$ cat src/design/matrix_multiply_4x4_assert.svh
// Assertion macros shared by the matrix multiply RTL.
`ifndef MATRIX_MULTIPLY_4X4_ASSERT_SVH
`define MATRIX_MULTIPLY_4X4_ASSERT_SVH

`ifndef ASSERT_OFF
// Antecedent holds in a cycle -> consequent holds in the same cycle.
`define MM_ASSERT_SAME(label, clk, rst_n, ante, cons) \
    label: assert property (@(posedge clk) disable iff (!rst_n) (ante) |-> (cons)) \
        else $error("assertion failed");
// Antecedent holds in a cycle -> consequent holds in the next cycle.
`define MM_ASSERT_NEXT(label, clk, rst_n, ante, cons) \
    label: assert property (@(posedge clk) disable iff (!rst_n) (ante) |=> (cons)) \
        else $error("assertion failed");
`else
`define MM_ASSERT_SAME(label, clk, rst_n, ante, cons)
`define MM_ASSERT_NEXT(label, clk, rst_n, ante, cons)
`endif

`endif

$ cat src/design/mm4_pkg.sv
// Shared types and constants for the matrix multiply block.
`timescale 1ns / 1ps
package mm4_pkg;

    localparam int DATA_W = 32;   // element and product width
    localparam int PROD_W = 64;   // full product width
    localparam int IDX_W  = 2;    // row / column output width

    typedef enum logic [0:0] {
        ST_LOAD,
        ST_RUN
    } t_state;

    // Travels with each MAC operation down the pipe.
    typedef struct packed {
        logic             first;  // first term of a dot product
        logic             last;   // last term of a dot product
        logic             fin;    // last term of the whole matrix
        logic [IDX_W-1:0] row;
        logic [IDX_W-1:0] col;
    } t_tag;

endpackage

$ cat src/design/mm4_ram.sv
// Generic single-write, single-read RAM with registered read data.
`timescale 1ns / 1ps
module mm4_ram #(
    parameter int WIDTH = 32,
    parameter int DEPTH = 16
) (
    input  logic                     i_clk,
    input  logic                     i_we,
    input  logic [$clog2(DEPTH)-1:0] i_waddr,
    input  logic [WIDTH-1:0]         i_wdata,
    input  logic [$clog2(DEPTH)-1:0] i_raddr,
    output logic [WIDTH-1:0]         o_rdata
);

    logic [WIDTH-1:0] r_mem [DEPTH];

    always_ff @(posedge i_clk) begin
        if (i_we) begin
            r_mem[i_waddr] <= i_wdata;
        end
        o_rdata <= r_mem[i_raddr];
    end

endmodule

$ cat src/design/mm4_mac.sv
// Multiply, shift, accumulate and saturate path for one dot product at a time.
`timescale 1ns / 1ps
module mm4_mac #(
    parameter int DIM       = 4,
    parameter int FRAC_BITS = 16
) (
    input  logic                                  i_clk,
    input  logic                                  i_rst_n,
    input  logic                                  i_vld,
    input  mm4_pkg::t_tag                         i_tag,
    input  logic signed [mm4_pkg::DATA_W-1:0]     i_a,
    input  logic signed [mm4_pkg::DATA_W-1:0]     i_b,
    output logic                                  o_strobe,
    output logic signed [mm4_pkg::DATA_W-1:0]     o_product,
    output logic [mm4_pkg::IDX_W-1:0]             o_row,
    output logic [mm4_pkg::IDX_W-1:0]             o_column,
    output logic                                  o_final_res
);

    import mm4_pkg::*;

    // Sum of DIM full-width terms never overflows this.
    localparam int ACW = PROD_W + $clog2(DIM);

    logic signed [PROD_W-1:0] w_mul;
    logic signed [PROD_W-1:0] w_shift;
    logic signed [ACW-1:0]    w_term;
    logic signed [ACW-1:0]    n_acc;
    logic                     w_sat_hi;
    logic                     w_sat_lo;
    logic [DATA_W-1:0]        w_sat;

    logic                     r_pvld;
    t_tag                     r_ptag;
    logic signed [PROD_W-1:0] r_prod;
    logic                     r_done;
    t_tag                     r_dtag;
    logic signed [ACW-1:0]    r_acc;

    assign w_mul   = i_a * i_b;
    assign w_shift = r_prod >>> FRAC_BITS;
    assign w_term  = ACW'(w_shift);
    assign n_acc   = r_ptag.first ? w_term : r_acc + w_term;

    // Clamp when the bits above bit 31 are not a plain sign extension.
    assign w_sat_hi = !r_acc[ACW-1] && (|r_acc[ACW-2:DATA_W-1]);
    assign w_sat_lo =  r_acc[ACW-1] && !(&r_acc[ACW-2:DATA_W-1]);

    always_comb begin
        priority if (w_sat_hi) begin
            w_sat = {1'b0, {(DATA_W-1){1'b1}}};
        end else if (w_sat_lo) begin
            w_sat = {1'b1, {(DATA_W-1){1'b0}}};
        end else begin
            w_sat = r_acc[DATA_W-1:0];
        end
    end

    always_ff @(posedge i_clk) begin
        if (!i_rst_n) begin
            r_pvld   <= 1'b0;
            r_done   <= 1'b0;
            o_strobe <= 1'b0;
        end else begin
            r_pvld   <= i_vld;
            r_done   <= r_pvld && r_ptag.last;
            o_strobe <= r_done;
        end
    end

    always_ff @(posedge i_clk) begin
        r_ptag <= i_tag;
        r_prod <= w_mul;
        if (r_pvld) begin
            r_acc  <= n_acc;
            r_dtag <= r_ptag;
        end
        o_product   <= w_sat;
        o_row       <= r_dtag.row;
        o_column    <= r_dtag.col;
        o_final_res <= r_dtag.fin;
    end

endmodule

$ cat src/design/matrix_multiply_4x4.sv
// Top level: streaming DIM x DIM signed fixed-point matrix multiplier.
// Operation: A and B load one element per transfer; after the last B
//   transfer busy is high while the single shared MAC unit sweeps i, j and
//   k, and one result is presented per dot product. Start is ignored while
//   busy is high, so the next product loads only after all MACs are issued.
// Reset: synchronous, active low; clears load count, sequencer and strobes.
`timescale 1ns / 1ps
`include "matrix_multiply_4x4_assert.svh"
module matrix_multiply_4x4 #(
    parameter int DIM       = 4,
    parameter int FRAC_BITS = 16
) (
    input  logic                              i_clk,
    input  logic                              i_rst_n,
    input  logic                              start,
    output logic                              busy,
    input  logic signed [mm4_pkg::DATA_W-1:0] i_element,
    output logic                              o_strobe,
    output logic signed [mm4_pkg::DATA_W-1:0] o_product,
    output logic [mm4_pkg::IDX_W-1:0]         o_row,
    output logic [mm4_pkg::IDX_W-1:0]         o_column,
    output logic                              o_final_res
);

    import mm4_pkg::*;

    localparam int CELLS = DIM * DIM;
    localparam int AW    = $clog2(CELLS);       // store address
    localparam int CW    = $clog2(2 * CELLS);   // load count, 0 .. 2*CELLS-1
    localparam int DW    = $clog2(DIM);         // i / j / k counters

    // ------------------------------------------------------------------
    // Sequencer state.
    //   ST_LOAD: element transfers are taken and written to the A or B store.
    //   ST_RUN : one MAC is issued per cycle, k fastest, then j, then i.
    // ------------------------------------------------------------------
    t_state         r_state, n_state;
    logic [CW-1:0]  r_count, n_count;
    logic [DW-1:0]  r_i, n_i;
    logic [DW-1:0]  r_j, n_j;
    logic [DW-1:0]  r_k, n_k;

    logic           w_accept;
    logic           w_issue;
    logic           w_to_a;
    logic           w_we_a;
    logic           w_we_b;
    logic [AW-1:0]  w_waddr_a;
    logic [AW-1:0]  w_waddr_b;
    logic [AW-1:0]  w_raddr_a;
    logic [AW-1:0]  w_raddr_b;
    logic           w_k_end;
    logic           w_j_end;
    logic           w_i_end;
    t_tag           w_tag;

    // RAM read data arrives in the cycle after the address; the tag is registered alongside it.
    logic           r_rd_vld;
    t_tag           r_rd_tag;

    logic [DATA_W-1:0] w_rdata_a;
    logic [DATA_W-1:0] w_rdata_b;

    // Compute runs only from the stores; a new A may stream in while the
    // MAC pipe drains, since all reads have been issued by then.
    assign busy     = (r_state == ST_RUN);
    assign w_accept = start && !busy;

    assign w_to_a    = (r_count < CW'(CELLS));
    assign w_we_a    = w_accept && w_to_a;
    assign w_we_b    = w_accept && !w_to_a;
    assign w_waddr_a = r_count[AW-1:0];
    assign w_waddr_b = AW'(r_count - CW'(CELLS));

    // A[i][k] and B[k][j], row-major.
    assign w_raddr_a = AW'(AW'(r_i) * AW'(DIM) + AW'(r_k));
    assign w_raddr_b = AW'(AW'(r_k) * AW'(DIM) + AW'(r_j));

    assign w_k_end = (r_k == DW'(DIM - 1));
    assign w_j_end = (r_j == DW'(DIM - 1));
    assign w_i_end = (r_i == DW'(DIM - 1));

    always_comb begin
        w_tag.first = (r_k == '0);
        w_tag.last  = w_k_end;
        w_tag.fin   = w_k_end && w_j_end && w_i_end;
        w_tag.row   = IDX_W'(r_i);   // low bits only for larger DIM
        w_tag.col   = IDX_W'(r_j);
    end

    always_comb begin
        n_state = r_state;
        n_count = r_count;
        n_i     = r_i;
        n_j     = r_j;
        n_k     = r_k;
        w_issue = 1'b0;
        unique case (r_state)
            ST_LOAD: begin
                if (w_accept) begin
                    if (r_count == CW'(2 * CELLS - 1)) begin
                        // last B element: start the product
                        n_count = '0;
                        n_state = ST_RUN;
                    end else begin
                        n_count = r_count + 1'b1;
                    end
                end
            end
            ST_RUN: begin
                w_issue = 1'b1;
                // counters wrap back to zero at the end of the sweep
                n_k = w_k_end ? '0 : r_k + 1'b1;
                if (w_k_end) begin
                    n_j = w_j_end ? '0 : r_j + 1'b1;
                    if (w_j_end) begin
                        n_i = w_i_end ? '0 : r_i + 1'b1;
                        if (w_i_end) begin
                            n_state = ST_LOAD;
                        end
                    end
                end
            end
            default: begin
                n_state = ST_LOAD;
            end
        endcase
    end

    always_ff @(posedge i_clk) begin
        if (!i_rst_n) begin
            r_state  <= ST_LOAD;
            r_count  <= '0;
            r_i      <= '0;
            r_j      <= '0;
            r_k      <= '0;
            r_rd_vld <= 1'b0;
        end else begin
            r_state  <= n_state;
            r_count  <= n_count;
            r_i      <= n_i;
            r_j      <= n_j;
            r_k      <= n_k;
            r_rd_vld <= w_issue;
        end
    end

    always_ff @(posedge i_clk) begin
        r_rd_tag <= w_tag;
    end

    // ------------------------------------------------------------------
    // Element stores: A and B, one write port each (load), one read port
    // each (compute). Loads and reads never overlap in time.
    // ------------------------------------------------------------------
    mm4_ram #(
        .WIDTH (DATA_W),
        .DEPTH (CELLS)
    ) u_left_store (
        .i_clk   (i_clk),
        .i_we    (w_we_a),
        .i_waddr (w_waddr_a),
        .i_wdata (i_element),
        .i_raddr (w_raddr_a),
        .o_rdata (w_rdata_a)
    );

    mm4_ram #(
        .WIDTH (DATA_W),
        .DEPTH (CELLS)
    ) u_right_store (
        .i_clk   (i_clk),
        .i_we    (w_we_b),
        .i_waddr (w_waddr_b),
        .i_wdata (i_element),
        .i_raddr (w_raddr_b),
        .o_rdata (w_rdata_b)
    );

    // ------------------------------------------------------------------
    // Shared MAC: multiply, shift by FRAC_BITS, accumulate DIM terms,
    // saturate to 32 bits and present one result transfer per dot product.
    // ------------------------------------------------------------------
    mm4_mac #(
        .DIM       (DIM),
        .FRAC_BITS (FRAC_BITS)
    ) u_mac (
        .i_clk       (i_clk),
        .i_rst_n     (i_rst_n),
        .i_vld       (r_rd_vld),
        .i_tag       (r_rd_tag),
        .i_a         (w_rdata_a),
        .i_b         (w_rdata_b),
        .o_strobe    (o_strobe),
        .o_product   (o_product),
        .o_row       (o_row),
        .o_column    (o_column),
        .o_final_res (o_final_res)
    );

    // ------------------------------------------------------------------
    // Checks
    // ------------------------------------------------------------------
    `MM_ASSERT_SAME(a_final_idx, i_clk, i_rst_n, o_strobe && o_final_res, (o_row == IDX_W'(DIM - 1)) && (o_column == IDX_W'(DIM - 1)))
    `MM_ASSERT_NEXT(a_strobe_gap, i_clk, i_rst_n, o_strobe, !o_strobe)
    `MM_ASSERT_SAME(a_run_no_write, i_clk, i_rst_n, busy, !w_we_a && !w_we_b)
    `MM_ASSERT_SAME(a_run_count_zero, i_clk, i_rst_n, $rose(busy), (r_count == '0) && (r_i == '0) && (r_j == '0) && (r_k == '0))

endmodule
$ cat config.mk
export PLATFORM = sky130hd
export DESIGN_NAME = matrix_multiply_4x4
export DESIGN_NICKNAME = d
export VERILOG_FILES = /design/src/design/mm4_pkg.sv /design/src/design/mm4_ram.sv /design/src/design/mm4_mac.sv /design/src/design/matrix_multiply_4x4.sv
export VERILOG_INCLUDE_DIRS = /design/src /design/src/design
export SDC_FILE = /design/constraint.sdc
export NUM_CORES = 2
export LEC_CHECK = 0
export BUFFER_PORTS_ARGS = -buffer_cell sky130_fd_sc_hd__buf_2
export CORE_MARGIN = 2
export CORE_UTILIZATION = 54
export DETAILED_ROUTE_END_ITERATION = 10
export GPL_TIMING_DRIVEN = 0
export PLACE_DENSITY = 0.7
export SLEW_MARGIN = 25
export SYNTH_ARGS = -nofsm -noshare
export SYNTH_HDL_FRONTEND = slang
export SYNTH_HIERARCHICAL = 1
export SYNTH_SLANG_ARGS = --single-unit
$ cat constraint.sdc
create_clock -name i_clk -period 23.5 [get_ports i_clk]
set_input_delay 1.175 -clock i_clk [delete_from_list [all_inputs] [get_ports i_clk]]
set_output_delay 1.175 -clock i_clk [all_outputs]
set_load 0.03 [all_outputs]
==> results.py <==
metrics = {
    "status": {
        "status": "completed",
    },
    "global_routing": {
        "grt_util_all_layers_pct": 31.6,
        "grt_max_degree": 46,
        "antenna_found_initial": 14,
        "grt.overflow.total": 0,
        "grt_pass1_wl_um": 362000,
        "grt_pass1_vias": 55300,
    },
    "cts": {
        "clk_pin_slew_worst_paths_ns": 0.06,
        "postCtsSetupBuffers": 0,
        "ctsHtreeMaxLevel": 4,
        "cts_tree": "done",
        "cts-root-buf": "clkbuf_16",
        "cts_buffers": 131,
        "cts_hold_buf": 0,
        "cts_resized": 0,
        "clk_latency_ns": 0.83,
        "clock_sinks": 1274,
        "cts_max_path_buffers": 3,
    },
    "sta": {
        "fin_ws_ns": 12.68,
        "fmaxAchievable_mhz": 92.4,
        "fin_crit_ns": 10.82,
        "worstMarginPinSlew_ns": 1.17,
        "final-max-slew-violation-count": 0,
        "hold_violations": 0,
        "slew_headroom_pct": 21.7,
        "skew_ns": 0.107,
        "tns_ns": 0,
        "finalCritPeriodShare_pct": 46.1,
        "setup_viol": 0,
        "rsz0062_at_grt": "no",
    },
    "logic_synthesis": {
        "yosys_warnings": 6,
        "synth_enable_flop_cells": 1095,
        "synthesis.nets": 7787,
        "synthArstFlopShare_pct": 0,
        "yosys-top-cells-area": "edfxtp_1 (39%), fa_1 (26%), mux4_2 (6.8%), inv_1 (4.5%), dfxtp_1 (4.2%)",
        "avgSynthCellArea_sq_um": 13.2,
        "ys_seq_area_share_pct": 43.1,
        "synth_most_common_cell": "edfxtp_1",
        "netlist_area_sq_mm": 0.0845,
        "synth_common_cells": "edfxtp_1 (1095), fa_1 (1082), inv_1 (1021), nand2_1 (687), and2_1 (521)",
        "synth_top_area_share_pct": 38.9,
        "syn_inst": 6419,
        "synth_top_cell_by_area": "edfxtp_1",
        "synth_top_flop_cell": "edfxtp_1",
        "ys_types": 85,
        "ys_seq_elements": 1274,
    },
    "finish": {
        "drive_gt1_share_pct": 10.4,
        "finish.utilization_pct": 59.9,
        "fillers": 11900,
        "fin_cells": 8871,
        "area_growth_pct": 10.5,
        "fin_nets": 8064,
    },
    "detailed_routing": {
        "drc": 0,
        "vias": 52800,
        "first_pass_iters": 6,
        "drt-total-wl_um": 244000,
        "vias_per_cell": 5.95,
        "ant_nets": 0,
        "wl_per_cell_um": 27.6,
        "initialDrtViolationCount": 5179,
    },
    "placed_design": {
        "place.gp.congestion": 1.09,
        "dp_hpwl_um": 187000,
        "port_buffers": 73,
        "dp.cells": 8621,
        "place_ws_ns": 12.70,
    },
    "floorplanning": {
        "initial_core_util_pct": 54.2,
        "die_w_um": 400,
        "dieArea_sq_mm": 0.160,
        "row_count": 145,
        "die-height_um": 400,
        "io_pins": 74,
        "core_sq_mm": 0.156,
    },
    "critical_path": {
        "worstPathArrival_ns": 11.45,
        "setup.worst_path.end_class": "register",
        "cp_data_required_time_ns": 24.13,
        "path_buf_inv": 8,
        "cp_max_fo": 10,
        "cp-start-kind": "register",
        "cp_common_cell": "fa_1",
        "crit_type": "reg -> reg",
        "crit_family": "adder cells",
        "cp_slowest_cell": "fa_1",
        "slowest_delay_ns": 1.03,
    },
    "flow_run": {
        "cap_violations": 0,
    },
    "min_path": {
        "hold_path.class": "reg -> reg",
    },
}
[metrics by stage]
| step | hold slack, ns | instance area [sq um] |
|---|---|---|
| 2_1_floorplan | 0.310 | 84500 |
| 3_3_place_gp | 0.314 | 87500 |
| 3_5_place_dp | 0.314 | 88800 |
| 4_1_cts | 0.306 | 93400 |
| 5_1_grt | 0.306 | 93400 |
| 6_report | 0.307 | 93400 |
[cell type report]
| type | count | area [sq um] | share of cell area [%] |
|---|---|---|---|
| Clock buffer | 181 | 3660 | 3.92 |
| Antenna cell | 10 | 25.0 | 0.0268 |
| Multi-Input combinational cell | 3800 | 43100 | 46.1 |
| Buffer | 324 | 1370 | 1.46 |
| Timing Repair Buffer | 144 | 1480 | 1.59 |
| Sequential cell | 1274 | 36500 | 39.0 |
| Clock inverter | 59 | 933 | 0.999 |
| Inverter | 1021 | 3830 | 4.10 |
| Tap cell | 2058 | 2570 | 2.76 |
[layer usage]
layer,vias to the layer above,global-route usage [%],wire [um]
li1,21800,-,-
met1,27500,41.3,91800
met3,618,7.29,23800
met5,-,0,42
met2,2855,50.7,116000
met4,8,14.2,13000
[state kept, by name, indices dropped and copies added, names as in the netlist, 7 cells and up]
register and cells:
u_left_store/r_mem 512, u_right_store/o_rdata 32, u_mac/o_product 32, u_right_store/r_mem 512, r_rd_tag 7, u_mac/r_acc 66, u_mac/r_ptag 7, u_left_store/o_rdata 32
u_mac/r_prod 48
[logic make-up after synthesis]
group                      Yosys count  share of synthesized area (%)
buffers and inverters             1345                           6.15
AOI/OAI and AO/OA                  535                           4.27
adders and majority gates         1333                           29.3
and+or+nand+nor                   1549                           8.93
xor gates and xnor gates           116                           1.20
DFF                               1274                           43.1
muxes                              267                           6.96
[layout by cell type (no fill, tap or decap), types with 27 or more instances in the layout]
| master | instances |
|---|---|
| edfxtp_1 | 1095 |
| o21ai_0 | 102 |
| nand3_1 | 27 |
| nand4_1 | 28 |
| inv_1 | 1021 |
| clkbuf_1 | 291 |
| xnor2_1 | 69 |
| clkbuf_16 | 133 |
| a22oi_1 | 129 |
| buf_4 | 58 |
| a21o_1 | 57 |
| fa_1 | 1081 |
| a21oi_1 | 114 |
| nand2_1 | 687 |
| dfxtp_1 | 177 |
| xor2_1 | 47 |
| buf_2 | 90 |
| mux4_2 | 256 |
| and2_1 | 521 |
| ha_1 | 251 |
| nor2_1 | 144 |
[path summary, 6_finish.rpt]
check                                              start          endpoint  slack (ns)  depth (start not counted)
worst min-delay path                         r_rd_tag[5]   u_mac/r_ptag[5]        0.31                          0
worst max-delay path            u_right_store/o_rdata[5]  u_mac/r_prod[63]       12.68                         28
worst max register to register  u_right_store/o_rdata[5]  u_mac/r_prod[63]       12.68                         28
worst min register to register               r_rd_tag[5]   u_mac/r_ptag[5]        0.31                          0
Power is not shown: default switching activity piles up to over one toggle a cycle in this logic, so the estimate is an artifact.
